$ cat config.mk
export PLATFORM = sky130hd
export DESIGN_NAME = sensor_condition_waiter_table
export DESIGN_NICKNAME = d
export VERILOG_FILES = /design/src/rtl/core/scwt_pkg.sv /design/src/rtl/core/scwt_front.sv /design/src/rtl/core/scwt_back.sv /design/src/rtl/core/sensor_condition_waiter_table.sv
export SDC_FILE = /design/constraint.sdc
export NUM_CORES = 1
export LEC_CHECK = 0
export ABC_AREA = 0
export BUFFER_PORTS_ARGS = -buffer_cell sky130_fd_sc_hd__buf_2
export CELL_PAD_IN_SITES_DETAIL_PLACEMENT = 1
export CELL_PAD_IN_SITES_GLOBAL_PLACEMENT = 1
export CORE_AREA = 5 5 182 184
export DETAILED_ROUTE_END_ITERATION = 6
export DIE_AREA = 0 0 187 189
export PLACE_DENSITY_LB_ADDON = 0.3
export SETUP_SLACK_MARGIN = 0.4
export SLEW_MARGIN = 5
export SYNTH_ARGS = -nofsm -noshare
export SYNTH_HDL_FRONTEND = slang
export SYNTH_SLANG_ARGS = --single-unit
$ cat constraint.sdc
create_clock -name clock -period 9.75 [get_ports clock]
set_input_delay 0.4875 -clock clock [delete_from_list [all_inputs] [get_ports clock]]
set_output_delay 0.4875 -clock clock [all_outputs]
set_load 0.1 [all_outputs]
$ cat src/rtl/core/scwt_pkg.sv
`default_nettype none

package scwt_pkg;

   localparam int SLOTS        = 12;
   localparam int SLOT_W       = (SLOTS > 1) ? $clog2(SLOTS) : 1;
   localparam int MAX_RESULTS  = 12;
   localparam int CNT_W        = $clog2(MAX_RESULTS + 1);
   localparam int SENSOR_COUNT = 28;
   localparam int BYTE_BITS    = 7;
   localparam int SENSOR_IDX_W = 5;
   localparam int SENSOR_EXT   = 1 << SENSOR_IDX_W;
   localparam int ID_W         = 8;
   localparam int RSP_SLOT_W   = 4;
   localparam int QDEPTH       = 2;
   localparam int QPTR_W       = (QDEPTH > 1) ? $clog2(QDEPTH) : 1;
   localparam int QCNT_W       = $clog2(QDEPTH + 1);

   localparam logic MODE_SUBSCRIBE = 1'b0;
   localparam logic MODE_FRAME     = 1'b1;

   typedef enum logic [1:0] {
      KIND_STORED   = 2'd0,
      KIND_DROPPED  = 2'd1,
      KIND_RELEASED = 2'd2
   } kind_type;

   typedef enum logic {
      BACK_IDLE,
      BACK_SCAN
   } back_state_type;

   typedef struct packed {
      logic                      mode;
      logic [ID_W-1:0]           waiter_id;
      logic [SENSOR_IDX_W-1:0]   sensor_index;
      logic                      target_level;
      logic [SENSOR_COUNT-1:0]   sensors;
   } cmd_type;

   function automatic logic [SLOT_W-1:0] first_set(input logic [SLOTS-1:0] vec);
      logic [SLOT_W-1:0] idx;
      idx = '0;
      for (int i = SLOTS - 1; i >= 0; i--) begin
         if (vec[i]) begin
            idx = SLOT_W'(i);
         end
      end
      return idx;
   endfunction

endpackage

`default_nettype wire

$ cat src/rtl/core/scwt_front.sv
`default_nettype none

module scwt_front
   import scwt_pkg::*;
(
   input  wire logic                    clock,
   input  wire logic                    reset,
   input  wire logic                    req_valid,
   output logic                         req_ready,
   input  wire logic                    req_mode,
   input  wire logic [7:0]              req_waiter_id,
   input  wire logic [4:0]              req_sensor_index,
   input  wire logic                    req_target_level,
   input  wire logic [7:0]              req_frame_byte_a,
   input  wire logic [7:0]              req_frame_byte_b,
   input  wire logic [7:0]              req_frame_byte_c,
   input  wire logic [7:0]              req_frame_byte_d,
   output logic                         cmd_valid,
   output cmd_type                      cmd,
   input  wire logic                    cmd_pop
);

   cmd_type             q_ff [QDEPTH];
   logic [QPTR_W-1:0]   wr_ptr_ff, wr_ptr_in;
   logic [QPTR_W-1:0]   rd_ptr_ff, rd_ptr_in;
   logic [QCNT_W-1:0]   count_ff, count_in;
   cmd_type             push_cmd;
   logic                push;
   logic                pop;

   // Only the low seven bits of each byte carry sensors.
   always_comb begin
      push_cmd.mode         = req_mode;
      push_cmd.waiter_id    = req_waiter_id;
      push_cmd.sensor_index = req_sensor_index;
      push_cmd.target_level = req_target_level;
      push_cmd.sensors      = {req_frame_byte_d[BYTE_BITS-1:0], req_frame_byte_c[BYTE_BITS-1:0],
                               req_frame_byte_b[BYTE_BITS-1:0], req_frame_byte_a[BYTE_BITS-1:0]};
   end

   assign req_ready = (count_ff != QCNT_W'(QDEPTH));
   assign cmd_valid = (count_ff != '0);
   assign cmd       = q_ff[rd_ptr_ff];
   assign push      = req_valid && req_ready;
   assign pop       = cmd_pop && cmd_valid;

   always_comb begin
      wr_ptr_in = push ? wr_ptr_ff + 1'b1 : wr_ptr_ff;
      rd_ptr_in = pop ? rd_ptr_ff + 1'b1 : rd_ptr_ff;
      count_in  = count_ff;
      if (push && !pop) begin
         count_in = count_ff + 1'b1;
      end else if (pop && !push) begin
         count_in = count_ff - 1'b1;
      end
   end

   always_ff @(posedge clock) begin
      if (reset) begin
         wr_ptr_ff <= '0;
         rd_ptr_ff <= '0;
         count_ff  <= '0;
      end else begin
         wr_ptr_ff <= wr_ptr_in;
         rd_ptr_ff <= rd_ptr_in;
         count_ff  <= count_in;
      end
   end

   always_ff @(posedge clock) begin
      if (push) begin
         q_ff[wr_ptr_ff] <= push_cmd;
      end
   end

endmodule

`default_nettype wire

$ cat src/rtl/core/scwt_back.sv
`default_nettype none

module scwt_back
   import scwt_pkg::*;
(
   input  wire logic        clock,
   input  wire logic        reset,
   input  wire logic        cmd_valid,
   input  wire cmd_type     cmd,
   output logic             cmd_pop,
   output logic             rsp_valid,
   input  wire logic        rsp_ready,
   output logic [1:0]       rsp_kind,
   output logic [7:0]       rsp_released_id,
   output logic [3:0]       rsp_slot,
   output logic             rsp_last
);

   back_state_type            state_ff, state_in;
   logic [SLOTS-1:0]          slot_valid_ff, slot_valid_in;
   logic [ID_W-1:0]           slot_waiter_ff [SLOTS];
   logic [SENSOR_IDX_W-1:0]   slot_sensor_ff [SLOTS];
   logic                      slot_target_ff [SLOTS];
   logic [SLOTS-1:0]          pend_ff, pend_in;
   logic [CNT_W-1:0]          cnt_ff, cnt_in;
   logic                      rsp_valid_ff;
   kind_type                  rsp_kind_ff, rsp_kind_in;
   logic [ID_W-1:0]           rsp_id_ff, rsp_id_in;
   logic [RSP_SLOT_W-1:0]     rsp_slot_ff, rsp_slot_in;
   logic                      rsp_last_ff, rsp_last_in;

   logic                      out_space;
   logic                      emit;
   logic                      store_en;
   logic [SLOT_W-1:0]         free_idx;
   logic                      free_any;
   logic [SENSOR_EXT-1:0]     sens_ext;
   logic [SLOTS-1:0]          match;
   logic [SLOT_W-1:0]         pend_idx;
   logic [SLOTS-1:0]          pend_rest;
   logic                      scan_last;
   logic [SLOT_W+RSP_SLOT_W-1:0] free_ext;
   logic [SLOT_W+RSP_SLOT_W-1:0] pend_ext;

   assign out_space = !rsp_valid_ff || rsp_ready;
   assign free_any  = ~&slot_valid_ff;
   assign free_idx  = first_set(~slot_valid_ff);
   assign pend_idx  = first_set(pend_ff);
   assign pend_rest = pend_ff & ~(SLOTS'(1) << pend_idx);
   assign scan_last = (pend_rest == '0) || (cnt_ff == CNT_W'(MAX_RESULTS - 1));
   assign free_ext  = {{RSP_SLOT_W{1'b0}}, free_idx};
   assign pend_ext  = {{RSP_SLOT_W{1'b0}}, pend_idx};
   assign sens_ext  = {{(SENSOR_EXT - SENSOR_COUNT){1'b0}}, cmd.sensors};

   // Sensors beyond the last one read as low.
   always_comb begin
      for (int i = 0; i < SLOTS; i++) begin
         match[i] = slot_valid_ff[i] && (sens_ext[slot_sensor_ff[i]] == slot_target_ff[i]);
      end
   end

   always_comb begin
      state_in = state_ff;
      unique case (state_ff)
         BACK_IDLE: begin
            if (cmd_valid && (cmd.mode == MODE_FRAME) && (match != '0)) begin
               state_in = BACK_SCAN;
            end
         end
         BACK_SCAN: begin
            if (out_space && scan_last) begin
               state_in = BACK_IDLE;
            end
         end
         default: state_in = BACK_IDLE;
      endcase
   end

   always_comb begin
      cmd_pop       = 1'b0;
      emit          = 1'b0;
      store_en      = 1'b0;
      slot_valid_in = slot_valid_ff;
      pend_in       = pend_ff;
      cnt_in        = cnt_ff;
      rsp_kind_in   = KIND_STORED;
      rsp_id_in     = '0;
      rsp_slot_in   = '0;
      rsp_last_in   = 1'b1;
      unique case (state_ff)
         BACK_IDLE: begin
            if (cmd_valid) begin
               if (cmd.mode == MODE_SUBSCRIBE) begin
                  if (out_space) begin
                     cmd_pop = 1'b1;
                     emit    = 1'b1;
                     if (free_any) begin
                        store_en                = 1'b1;
                        slot_valid_in[free_idx] = 1'b1;
                        rsp_kind_in             = KIND_STORED;
                        rsp_id_in               = cmd.waiter_id;
                        rsp_slot_in             = free_ext[RSP_SLOT_W-1:0];
                     end else begin
                        rsp_kind_in = KIND_DROPPED;
                     end
                  end
               end else begin
                  cmd_pop = 1'b1;
                  pend_in = match;
                  cnt_in  = '0;
               end
            end
         end
         BACK_SCAN: begin
            if (out_space) begin
               emit                    = 1'b1;
               slot_valid_in[pend_idx] = 1'b0;
               pend_in                 = pend_rest;
               cnt_in                  = cnt_ff + 1'b1;
               rsp_kind_in             = KIND_RELEASED;
               rsp_id_in               = slot_waiter_ff[pend_idx];
               rsp_slot_in             = pend_ext[RSP_SLOT_W-1:0];
               rsp_last_in             = scan_last;
            end
         end
         default: begin
         end
      endcase
   end

   always_ff @(posedge clock) begin
      if (reset) begin
         state_ff      <= BACK_IDLE;
         slot_valid_ff <= '0;
         pend_ff       <= '0;
         cnt_ff        <= '0;
         rsp_valid_ff  <= 1'b0;
      end else begin
         state_ff      <= state_in;
         slot_valid_ff <= slot_valid_in;
         pend_ff       <= pend_in;
         cnt_ff        <= cnt_in;
         if (emit) begin
            rsp_valid_ff <= 1'b1;
         end else if (rsp_ready) begin
            rsp_valid_ff <= 1'b0;
         end
      end
   end

   always_ff @(posedge clock) begin
      if (store_en) begin
         slot_waiter_ff[free_idx] <= cmd.waiter_id;
         slot_sensor_ff[free_idx] <= cmd.sensor_index;
         slot_target_ff[free_idx] <= cmd.target_level;
      end
      if (emit) begin
         rsp_kind_ff <= rsp_kind_in;
         rsp_id_ff   <= rsp_id_in;
         rsp_slot_ff <= rsp_slot_in;
         rsp_last_ff <= rsp_last_in;
      end
   end

   assign rsp_valid       = rsp_valid_ff;
   assign rsp_kind        = rsp_kind_ff;
   assign rsp_released_id = rsp_id_ff;
   assign rsp_slot        = rsp_slot_ff;
   assign rsp_last        = rsp_last_ff;

endmodule

`default_nettype wire

$ cat src/rtl/core/sensor_condition_waiter_table.sv
// Channel    Direction  Handshake            Payload
// req        in         req_valid/req_ready  mode, waiter id, sensor, target, four frame bytes
// rsp        out        rsp_valid/rsp_ready  kind, released id, slot, last
//
// A subscribe item leaves the queue once the output is free and gives its single result.
// A frame item holds the table while its scan gives one result per released waiter.
// Items wait in a two-entry queue, so the input is ready whenever that queue has room.
// A stall on rsp_ready holds the current result and pauses the slot scan.
// Reset is synchronous and clears the queue, every slot's valid bit and the output.
`default_nettype none

module sensor_condition_waiter_table
   import scwt_pkg::*;
(
   input  wire logic        clock,
   input  wire logic        reset,
   input  wire logic        req_valid,
   output logic             req_ready,
   input  wire logic        req_mode,
   input  wire logic [7:0]  req_waiter_id,
   input  wire logic [4:0]  req_sensor_index,
   input  wire logic        req_target_level,
   input  wire logic [7:0]  req_frame_byte_a,
   input  wire logic [7:0]  req_frame_byte_b,
   input  wire logic [7:0]  req_frame_byte_c,
   input  wire logic [7:0]  req_frame_byte_d,
   output logic             rsp_valid,
   input  wire logic        rsp_ready,
   output logic [1:0]       rsp_kind,
   output logic [7:0]       rsp_released_id,
   output logic [3:0]       rsp_slot,
   output logic             rsp_last
);

   logic    cmd_valid;
   cmd_type cmd;
   logic    cmd_pop;

   scwt_front u_front (
      .clock            (clock),
      .reset            (reset),
      .req_valid        (req_valid),
      .req_ready        (req_ready),
      .req_mode         (req_mode),
      .req_waiter_id    (req_waiter_id),
      .req_sensor_index (req_sensor_index),
      .req_target_level (req_target_level),
      .req_frame_byte_a (req_frame_byte_a),
      .req_frame_byte_b (req_frame_byte_b),
      .req_frame_byte_c (req_frame_byte_c),
      .req_frame_byte_d (req_frame_byte_d),
      .cmd_valid        (cmd_valid),
      .cmd              (cmd),
      .cmd_pop          (cmd_pop)
   );

   scwt_back u_back (
      .clock           (clock),
      .reset           (reset),
      .cmd_valid       (cmd_valid),
      .cmd             (cmd),
      .cmd_pop         (cmd_pop),
      .rsp_valid       (rsp_valid),
      .rsp_ready       (rsp_ready),
      .rsp_kind        (rsp_kind),
      .rsp_released_id (rsp_released_id),
      .rsp_slot        (rsp_slot),
      .rsp_last        (rsp_last)
   );

endmodule

`default_nettype wire

=== Word-level counts from Yosys, hierarchy flattened ===
Memories as Yosys holds them, arrays and structs flattened. A register that Yosys moved wholly into a read port is not among the register bits.
Cells that the tools add are included.

* Register bits: 49
* Bits in latches: 0
* Memory bits (writable): 254
* ROM bits: 0
* Input port bits: 51
* Output and inout bits: 17
* Logic and storage cells: 209
* Memories kept: 4

* Add/sub/neg operators: 5
* $mul: 0
* Divide/modulo/power cells: 0
* $lt $le $gt $ge: 16
* Equal/unequal tests: 20
* Shift operators: 1
* Multiplexer cells: 109
* Bitwise gates (word level): 7
* Reductions and logical operators: 35

{| class="wikitable"
|+ Memories
! memory !! depth !! bits a word !! read ports !! clocked after memory_dff !! wr ports !! RTL line !! text
|-
| u_back.slot_waiter_ff || 12 || 8 || 1 || 0 || 1 || scwt_back.sv:21 || <nowiki>logic [ID_W-1:0] slot_waiter_ff [SLOTS];</nowiki>
|-
| u_front.q_ff || 2 || 43 || 1 || 1 || 1 || scwt_front.sv:23 || <nowiki>cmd_type q_ff [QDEPTH];</nowiki>
|-
| u_back.slot_sensor_ff || 12 || 5 || 12 || 0 || 1 || scwt_back.sv:22 || <nowiki>logic [SENSOR_IDX_W-1:0] slot_sensor_ff [SLOTS];</nowiki>
|-
| u_back.slot_target_ff || 12 || 1 || 12 || 0 || 1 || scwt_back.sv:23 || <nowiki>logic slot_target_ff [SLOTS];</nowiki>
|}

{| class="wikitable"
|+ Operator list
! operator !! count
|-
| 2-to-1 mux 4 bit || 32
|-
| 2-to-1 mux 12 bit || 8
|-
| less-than comparator 5 x 6 -> 1 bit, second input constant || 12
|-
| binary-select mux 1 bit (select 5 bit) || 12
|-
| case mux 12 bit (2 select lines) || 2
|-
| 2-to-1 mux 8 bit || 5
|-
| 2-to-1 mux 1 bit || 36
|-
| inverter 12 bit || 3
|-
| AND 12 bit || 2
|-
| logical AND 1 bit || 21
|-
| case mux 4 bit (2 select lines) || 2
|-
| case mux 8 bit (2 select lines) || 1
|-
| equality test 1 bit || 12
|-
| zero test 12 bit || 1
|-
| 2-to-1 mux 2 bit || 6
|-
| OR 12 bit || 1
|-
| AND reduction 12 bit || 1
|-
| nonzero test 12 bit || 1
|-
| << shifter 1 x 4 -> 12 bit, first input constant || 1
|-
| less-than comparator 4 x 5 -> 1 bit, second input constant || 2
|-
| demux 1 bit (select 4 bit) || 2
|-
| >= comparator 4 x 1 -> 1 bit, second input constant || 2
|-
| != test 2 bit, second input constant || 4
|-
| != test 2 x 1 -> 1 bit, second input constant || 3
|-
| other kinds (14) || 21
|}

=== Logic depth before layout (Yosys ltp) ===
Gate-level depths: netlist (run 1).

* Depth in word-level cells: 23
* Depth in mapped cells: 14
* Mapped depth without buffers: 9

=== Modules after synthesis ===
A second synthesis (run 1) with hierarchy kept.

* Cell total of the unflattened synthesis: 1103
* Area total of the unflattened synthesis: 14961.8 sq um

{| class="wikitable"
|+ Modules (own cells, without submodules)
! module !! instances !! cells each !! area each (sq um)
|-
| scwt_back || 1 || 945 || 11639.9
|-
| scwt_front || 1 || 158 || 3321.9
|}

=== Worst setup path after synthesis (run 1) ===
Ideal clock, no wire load.

* Path kind: register -> register
* From: reg u_front.count_ff[0]
* To: mem u_front.q_ff[0][0] (netlist bit) (enable)
* Library setup time: 0.444 ns
* Data arrival time: 3.294 ns
* Data required time: 9.306 ns
* Setup slack: 6.012 ns
* Stages on the path, launching flop included: 4
* Path through: dfxtp_1 > nand2b_1 > nand2_1 > nor2_1

* Longest elaborated chain between the ends: 4

{| class="wikitable"
|+ RTL lines
! what !! RTL line !! text
|-
| start: declaration || scwt_front.sv:26 || <nowiki>logic [QCNT_W-1:0] count_ff, count_in;</nowiki>
|-
| start signal: assignment || scwt_front.sv:66 || <nowiki>count_ff <= count_in;</nowiki>
|-
| != test 2 bit || scwt_front.sv:41 || <nowiki>assign req_ready = (count_ff != QCNT_W'(QDEPTH));</nowiki>
|-
| via req_ready || sensor_condition_waiter_table.sv:18 || <nowiki>output logic req_ready,</nowiki>
|-
| logical AND 1 bit || scwt_front.sv:44 || <nowiki>assign push = req_valid && req_ready;</nowiki>
|-
| 2-to-1 mux 1 bit || scwt_front.sv:71 || <nowiki>if (push) begin</nowiki>
|-
| 2-to-1 mux 1 bit (not written as such) || scwt_front.sv:72 || <nowiki>q_ff[wr_ptr_ff] <= push_cmd;</nowiki>
|-
| end: declaration || scwt_front.sv:23 ||
|}

The timed path passes the listed nets, and every way through them passes these cells.

==> results_dict.tcl, run 1 <==
set metrics [dict create \
    status "complete, no violations" \
    numPortBuffers 63 \
    maxCapViolations 0 \
    die_y_um 189 \
    drt_iter0_markers 1681 \
    synth_seq_area_share_pct 50.8 \
    fp.dieW_um 187 \
    ys.flop_type "edfxtp_1" \
    gp_congestion 0.959 \
    p_per_area_nw_per_um2 229 \
    avgViaCountPerCell 7.30 \
    crit_required_ns 10.26 \
    tritoncts "done" \
    crit_type "register to register" \
    hold_viol_final 0 \
    antenna_found_initial 1 \
    core_um2 31200 \
    grt_max_degree 60 \
    cts.sinks 304 \
    clk_path_buf_depth 3 \
    ios 68 \
    clock.fmax_ghz 0.215 \
    finalSetupTns_ns 0 \
    critPathMaxFanout 59 \
    endpoint_kind "register" \
    dp_hpwl_um 34700 \
    synth_edf_count 269 \
    synth_async_sr_flop_share_pct 0 \
    drive_gt1_share_pct 19.7 \
    placementRows 65 \
    critPathArrivalTime_ns 5.17 \
    track_usage_pct 30.4 \
    first_global_vias 13200 \
    final_cell_mix "edfxtp_1 (269), nand2_1 (138), mux2i_1 (92), mux4_2 (80), nor2_1 (79)" \
    hp-class "input pin to register" \
    finalSetupViolCount 0 \
    numCtsBuffers 31 \
    finalCriticalPeriod_ns 4.66 \
    cts_root_buffer "clkbuf_16" \
    ys_types 84 \
    vias 12900 \
    area_delta_synth_final_pct 7.48 \
    irDropWorstVdd_mv 0.281 \
    postCtsHoldBufs 0 \
    first_pass_iters 6 \
    clock_latency_ns 0.59 \
    slew_violations 0 \
    cts_resized 0 \
    netlist_area_um2 17300 \
    synth.net_count 1396 \
    postCtsSetupBuffers 0 \
    period_share_pct 47.8 \
    cts.reportedPaths.clkPinSlew_ns 0.06 \
    slew_headroom_pct 16.8 \
    r2r-end "u_back.state_ff$_SDFF_PP0_" \
    nNetsFinal 1391 \
    start_util_pct 55.3 \
    yosysWarnings 0 \
    ant_nets 0 \
    wl_per_cell_um 31.4 \
    tightest_slew_ns 1.25 \
    r2r_slack_ns 5.09 \
    synth.ff_latch_count 304 \
    drcViolationCount 0 \
    cp-start-kind "register" \
    finalInstanceArea_um2 18600 \
    routed_wl_um 55400 \
    gr-total-overflow 0 \
    syn_inst 1343 \
    grt_pass1_wl_um 82800 \
    fillers 3057 \
    endpoint "u_back.state_ff$_SDFF_PP0_" \
    fin_skew_ns 0.0174 \
    grt_setup_unrepaired "no" \
    final_common_cell "edfxtp_1" \
    leakage_nw 6.35 \
    diodes 0 \
    die_area_um2 35300 \
    htreeDepth 1 \
    worst-r2r-cell-count 10 \
    dpl-instance-area_um2 17600 \
    syn_avg_cell_area_um2 12.9 \
]
synthesized netlist by cell type, types with 18 or more instances:
| library cell | count | area [µm²] |
|---|---|---|
| o21ai_0 | 46 | 230 |
| a21oi_1 | 51 | 255 |
| nor2_1 | 80 | 300 |
| a32oi_1 | 24 | 210 |
| nand3_1 | 39 | 195 |
| mux4_2 | 80 | 1800 |
| mux2i_1 | 92 | 921 |
| mux2_2 | 37 | 417 |
| nor2b_1 | 18 | 113 |
| inv_1 | 28 | 105 |
| nand2_1 | 138 | 518 |
| edfxtp_1 | 269 | 8080 |
| clkbuf_1 | 82 | 308 |
| mux4_1 | 33 | 867 |
| dfxtp_1 | 35 | 701 |
routing by layer:
layer | track usage, % | routed length [µm] | vias up
li1 | - | - | 5292
met1 | 40.5 | 21100 | 6581
met2 | 50.0 | 26100 | 827
met3 | 7.54 | 6040 | 171
met4 | 9.50 | 2100 | 2
met5 | 0 | 13 | -
flip-flops by register name (all words and copies together) (netlist names), 2 cells and up, named ones only:
signal,cells
u_back.slot_target_ff,12
u_front.q_ff,86
u_back.rsp_released_id,8
u_back.slot_waiter_ff,96
u_back.cnt_ff,4
u_back.rsp_slot,4
u_back.slot_valid_ff,12
u_back.slot_sensor_ff,60
u_back.rsp_kind,2
u_back.pend_ff,12
u_front.count_ff,2
per-stage QoR:
step | std cells | hold WS (ns) | power [mW] | util [%] | setup slack (ns)
2_1_floorplan | 1343 | 0.472 | 2.71 | - | 6.01
3_3_place_gp | 1707 | 0.490 | 2.99 | 56.3 | 5.27
3_5_place_dp | 1707 | 0.497 | 3.04 | 56.3 | 5.15
4_1_cts | 1764 | 0.0767 | 4.22 | 59.4 | 5.13
5_1_grt | 1764 | 0.0799 | 4.38 | 59.4 | 4.84
6_report | 1764 | 0.0937 | 4.24 | 59.4 | 5.09
how the worst min path moves through the flow:
stage	startpoint	cells past startpoint	to	slack (ns)
6_report	req_frame_byte_c[0]	1	u_front.q_ff[1][14]$_DFFE_PP_	0.09
3_5_place_dp	u_front.rd_ptr_ff$_SDFFE_PP0P_	2	u_front.rd_ptr_ff$_SDFFE_PP0P_	0.50
2_1_floorplan	u_front.rd_ptr_ff$_SDFFE_PP0P_	2	register	0.47
3_3_place_gp	u_back.cnt_ff[1]$_SDFFE_PP0P_	2	u_back.cnt_ff[1]$_SDFFE_PP0P_	0.49
4_1_cts	req_frame_byte_c[5]	1	u_front.q_ff[0][19]$_DFFE_PP_	0.08
5_1_grt	req_frame_byte_c[5]	1	u_front.q_ff[1][19]$_DFFE_PP_	0.08
power breakdown:
part	switching, mW	total [mW]	leakage [nW]	internal (mW)
clock network	0.511	1.18	0.468	0.664
logic	0.755	1.23	3.14	0.476
registers	0.214	1.84	2.74	1.62
critical path: stages, from the launching register on:
cell and delay (ns):
dfxtp_4 0.77, buf_4 0.79, mux4_1 0.68, nor2b_1 0.15, a211oi_1 0.31, a2111oi_0 0.21, or4_2 0.69, a21oi_1 0.48
nor4_1 0.14, nand3b_1 0.11, a311o_1 0.16
cells by family after synthesis:
logic type,count (synthesis),synth area share (%)
XOR/XNOR,8,0.406
buffers and inverters,149,4.55
flip-flops,304,50.8
AND/OR/NAND/NOR,381,10.7
multiplexers,243,23.3
adder cells (fa/ha/maj),3,0.203
AO/OA/AOI/OAI,255,10.1
area by class of cell:
cell class              instances  area (µm²)  area share, %
multi-input cells             890        7720           41.6
repair buffers                 82         458           2.47
flip-flops and latches        304        8780           47.3
clock buffers                  39         806           4.34
inverters                      29         109          0.587
well taps                     402         503           2.71
clock inverters                18         178          0.957
Power figures use the tool's default switching activity.
==> inputs of run 2 (changes only) <==
CORE_AREA = 5 5 198 200   (was 5 5 182 184)
DIE_AREA = 0 0 203 205   (was 0 0 187 189)
clock period = 3.8 ns   (was 9.75 ns; I/O delays follow)
==> run 2 against run 1 <==
Clock-buffer cell count is 9 higher. Routed wire length is 2.9% higher. Critical endpoint unchanged. Worst setup slack worse by 4.6 ns. Highest routed layer is now met4. Non-clock buffer count is 106 higher. Sequential power is 150% higher.
==> results_dict.tcl, run 2 (synthesized netlist as in run 1, its figures left out) <==
set metrics [dict create \
    vias 13100 \
    routed-wl-met3_um 4850 \
    nNetsFinal 1500 \
    clk_path_buf_depth 3 \
    grt_pass1_wl_um 85400 \
    first_pass_iters 5 \
    multi_input_area_um2 7750 \
    cts.reportedPaths.clkPinSlew_ns 0.06 \
    top_regs "u_back.slot_waiter_ff (96), u_front.q_ff (86), u_back.slot_sensor_ff (60)" \
    die_y_um 205 \
    grt_max_degree 37 \
    fin_skew_ns 0.0133 \
    finalCriticalPeriod_ns 3.33 \
    status "complete, no violations" \
    wl_per_cell_um 29.3 \
    hp-class "input pin to register" \
    final_cell_mix "edfxtp_1 (269), nand2_1 (138), mux2i_1 (91), mux4_2 (80), nor2_1 (79)" \
    routed_wl_um 57000 \
    maxCapViolations 0 \
    clock_latency_ns 0.53 \
    finalSetupViolCount 0 \
    worst-r2r-cell-count 11 \
    drt_iter0_markers 1389 \
    core_um2 37200 \
    crit_slowest_cell "mux4_1" \
    crit_chain "buf_16 -> mux4_1 -> mux4_2 -> nand2_1 -> a21oi_1 -> o31ai_1 -> a21oi_1 -> buf_4 -> nor4_1 -> nand3b_1 -> a311o_1" \
    dp_cells 1832 \
    final_common_cell "edfxtp_1" \
    crit_top_cell "a21oi_1" \
    start_util_pct 46.4 \
    area.sequential_um2 8780 \
    area_delta_synth_final_pct 14.5 \
    tightest_slew_ns 0.932 \
    post-place-ws_ns 0.334 \
    top_layer_used "met4" \
    cp-start-kind "register" \
    cts_root_buffer "clkbuf_16" \
    slew_violations 0 \
    largest_reg_flops 96 \
    slew_headroom_pct 37.9 \
    fillers 3694 \
    hold_viol_final 0 \
    crit_required_ns 4.21 \
    gp_congestion 0.986 \
    drcViolationCount 0 \
    htreeDepth 2 \
    irDropWorstVdd_mv 0.503 \
    diodes 0 \
    period_share_pct 87.5 \
    numPortBuffers 63 \
    dp_hpwl_um 36700 \
    fp.dieW_um 203 \
    clock.fmax_ghz 0.301 \
    gr-total-overflow 0 \
    endpoint_kind "register" \
    met2_length_um 26900 \
    drive_gt1_share_pct 23.2 \
    cts.sinks 304 \
    track_usage_pct 27.0 \
    tritoncts "done" \
    ios 68 \
    ant_nets 0 \
    die_area_um2 41600 \
    finalSetupTns_ns 0 \
    avgViaCountPerCell 6.71 \
    crit_type "register to register" \
    finalInstanceArea_um2 19800 \
    top_register "u_back.slot_waiter_ff" \
    cpPeakStageDelay_ns 0.56 \
    dpl-instance-area_um2 18100 \
    critPathMaxFanout 10 \
    antenna_found_initial 1 \
    numCtsBuffers 34 \
    setup_slack_ns 0.474 \
    grt_setup_unrepaired "no" \
    critPathArrivalTime_ns 3.74 \
    hold_depth 3 \
    placementRows 71 \
    p_per_area_nw_per_um2 576 \
    fin_cells 1947 \
    wl_met1_um 23000 \
    first_global_vias 13500 \
    leakage_nw 6.94 \
]
run 2: cell types whose count changed in the layout (fill, tap and decap cells not counted), sizes merged, moves of 2 or more:
| cell | change |
|---|---|
| clkbuf | +10 |
| dlygate4sd3 | +43 |
| buf | +60 |
| bufinv | -2 |
| bufbuf | +2 |
| clkinvlp | -2 |
run 2: path summary, 6_finish.rpt:
path | start | slack (ns) | endpoint
hold reg to reg | u_back.cnt_ff[1]$_SDFFE_PP0P_ | 0.51 | u_back.cnt_ff[1]$_SDFFE_PP0P_
setup / recovery | register | 0.47 | u_back.state_ff$_SDFF_PP0_
hold / removal | rsp_ready | 0.08 | u_back.rsp_valid$_SDFFE_PP0P_
setup reg to reg | register | 0.47 | u_back.state_ff$_SDFF_PP0_
run 2: layout make-up:
| cell class | count | share of cell area [%] |
|---|---|---|
| Inverter | 29 | 0.551 |
| Clock inverter | 14 | 0.570 |
| Sequential cell | 304 | 44.4 |
| Multi-Input combinational cell | 890 | 39.2 |
| Tap cell | 474 | 3.00 |
| Clock buffer | 48 | 4.68 |
| Timing Repair Buffer | 188 | 7.57 |
run 2: worst max-delay path, delay by kind of cell (launching register included):
family | cells | cell delay, ns
buffers and inverters | 2 | 0.36
and+or+nand+nor | 3 | 0.48
DFF | 1 | 0.47
muxes | 2 | 1.10
AOI/OAI and AO/OA | 4 | 0.78
run 2: where the power goes:
| part | switching (mW) | internal, mW |
|---|---|---|
| clock network | 1.37 | 1.78 |
| logic | 2.13 | 1.50 |
| registers | 0.427 | 4.17 |
run 2: routing by layer:
layer	GRT usage (%)	vias up
li1	-	5520
met2	44.5	699
met3	4.73	166
met1	36.3	6673
met5	0	-
met4	9.68	0
run 2: metrics by stage:
step                util, %  power (mW)  hold WS, ns
floorplan                 -        6.96        0.289
global placement       48.6        7.91        0.378
detailed placement     48.6        8.01        0.381
CTS                    52.8        11.3       0.0648
global route           53.1        11.8        0.113
finish                 53.1        11.4       0.0783
run 2: what timing repair did:
action,4_1_cts,5_1_grt
setup buffers,0,7
setup endpoints to repair,1,1
cloned,2,1
hold endpoints to repair,86,0
gates resized for setup,2,13
hold buffers,43,0
==> inputs of run 3 (changes only) <==
REMOVE_ABC_BUFFERS = 1   (was not set)
SLEW_MARGIN = 20   (was 5)
==> run 3 against run 2 <==
Utilization is 0.16 points higher. Critical path depth stayed put. Worst setup slack worse by 0.067 ns. Register-to-register slack worse by 0.07 ns. Final cell count is 0.10% higher. Routed wire length is 2.8% higher. Via count is 1.7% higher. Final area is 0.30% higher. Sequential power is 0.9% higher. Sequential cell count stayed put. Sequential share of layout area is 0.13 points lower. Clock-buffer cell count is 9 lower. Highest routed layer is now met5.
==> results_dict.tcl, run 3 (synthesized netlist as in run 1, its figures left out) <==
set metrics [dict create \
    status "complete, no violations" \
    top_register "u_back.slot_waiter_ff" \
    crit_chain "buf_8 -> mux4_1 -> inv_1 -> o21ai_0 -> a2111oi_0 -> a211oi_1 -> buf_4 -> mux2i_1 -> or2_2 -> o311a_1 -> a311o_1" \
    crit_slowest_cell "mux4_1" \
    first_pass_iters 5 \
    slew_headroom_pct 40.5 \
    fin_skew_ns 0.0265 \
    grt_setup_unrepaired "no" \
    dp_hpwl_um 37800 \
    diodes 0 \
    worst-path-buf-inv 3 \
    path_delay_family "compound AO/OA/AOI/OAI gates" \
    endpoint_kind "register" \
    cts.reportedPaths.clkPinSlew_ns 0.06 \
    nNetsFinal 1505 \
    finalInstanceArea_um2 19800 \
    tightest_slew_ns 0.892 \
    fillers 3692 \
    final_common_cell "edfxtp_1" \
    routed_wl_um 58600 \
    area_delta_synth_final_pct 14.9 \
    die_area_um2 41600 \
    hold_start "req_valid" \
    dpl-instance-area_um2 18100 \
    grt_max_degree 44 \
    numCtsBuffers 34 \
    finalCriticalPeriod_ns 3.39 \
    drive_gt1_share_pct 23.5 \
    core_um2 37200 \
    ant_nets 0 \
    drcViolationCount 0 \
    die_y_um 205 \
    p_per_area_nw_per_um2 582 \
    avgViaCountPerCell 6.81 \
    r2r_slack_ns 0.41 \
    r2r-end "u_back.state_ff$_SDFF_PP0_" \
    numPortBuffers 63 \
    clk_path_buf_depth 3 \
    critPathArrivalTime_ns 3.82 \
    final_cell_mix "edfxtp_1 (269), nand2_1 (138), mux2i_1 (92), mux4_2 (80)" \
    cts.sinks 304 \
    clock_latency_ns 0.56 \
    first_global_vias 13600 \
    fin_util_pct 53.3 \
    cpPeakStageDelay_ns 0.57 \
    period_share_pct 89.3 \
    htreeDepth 2 \
    slew_violations 0 \
    critPathMaxFanout 8 \
    gr-total-overflow 0 \
    ios 68 \
    start_util_pct 46.4 \
    crit_required_ns 4.23 \
    maxCapViolations 0 \
    cp.depth 11 \
    hold_viol_final 0 \
    drt_iter0_markers 1489 \
    fp.dieW_um 203 \
    track_usage_pct 27.8 \
    vias 13300 \
    antenna_found_initial 3 \
    cts_root_buffer "clkbuf_16" \
    leakage_nw 6.97 \
    largest_reg_flops 96 \
    power.total_mw 11.5 \
    clock.fmax_ghz 0.295 \
    crit_type "register to register" \
    cp-start-kind "register" \
    placementRows 71 \
    grt_pass1_wl_um 86900 \
    hp-class "input pin to register" \
    finalSetupTns_ns 0 \
    gp_congestion 0.954 \
    top_regs "u_back.slot_waiter_ff (96), u_front.q_ff (86), u_back.slot_sensor_ff (60)" \
    endpoint "u_back.state_ff$_SDFF_PP0_" \
    tritoncts "done" \
    irDropWorstVdd_mv 0.392 \
    holdWs_ns 0.0927 \
    wl_per_cell_um 30.0 \
    finalSetupViolCount 0 \
    worst-r2r-cell-count 11 \
]
-- run 3: what timing repair did --
item | in CTS | in global routing
setup buffers | 3 | 11
setup endpoints to repair | 1 | 1
hold buffers | 43 | 0
gates resized for setup | 2 | 11
pin swaps | 0 | 4
hold endpoints to repair | 86 | 0
gates cloned | 0 | 2
-- run 3: final cells by class --
cell class | instances | area [µm²] | share of cell area, %
sequential | 304 | 8780 | 44.3
multi-input combinational | 890 | 7740 | 39.1
timing repair buffer | 193 | 1490 | 7.51
clock buffer | 39 | 870 | 4.38
tap | 474 | 593 | 2.99
clock inverter | 20 | 244 | 1.23
inverter | 29 | 109 | 0.549
-- run 3: power breakdown --
part	internal, mW	switching (mW)	leakage, nW
Combinational	1.47	2.12	3.69
Sequential	4.17	0.463	2.74
Clock	1.93	1.39	0.544
Total	7.57	3.97	6.97
-- run 3: how the worst min path moves through the flow --
stage,endpoint,depth (start not counted)
5_1_grt,u_front.wr_ptr_ff$_SDFFE_PP0P_,4
6_report,u_front.wr_ptr_ff$_SDFFE_PP0P_,4
2_1_floorplan,u_back.cnt_ff[1]$_SDFFE_PP0P_,1
3_3_place_gp,u_front.q_ff[0][11]$_DFFE_PP_,1
4_1_cts,u_front.wr_ptr_ff$_SDFFE_PP0P_,4
3_5_place_dp,u_front.q_ff[0][26]$_DFFE_PP_,1
-- run 3: routing by layer --
metal  vias to the layer above  track usage (%)  share of wire (%)
li1                       5518                -                  -
met5                         -                0              0.034
met1                      6784             37.9                 40
met4                         2             11.2                3.8
met2                       811             43.8                 46
met3                       161             5.84                 10
-- run 3: metrics by stage --
step | cells | setup slack (ns)
6_report | 1949 | 0.407
5_1_grt | 1949 | 0.374
4_1_cts | 1936 | 0.473
3_5_place_dp | 1831 | 0.344
3_3_place_gp | 1831 | 0.413
2_1_floorplan | 1223 | -3.51
-- run 3: tightest hold or removal path: cells and delay by family --
family	cells	cell delay, ns
simple gates	2	0.21
xor+xnor	1	0.09
buf+inv	1	0.10
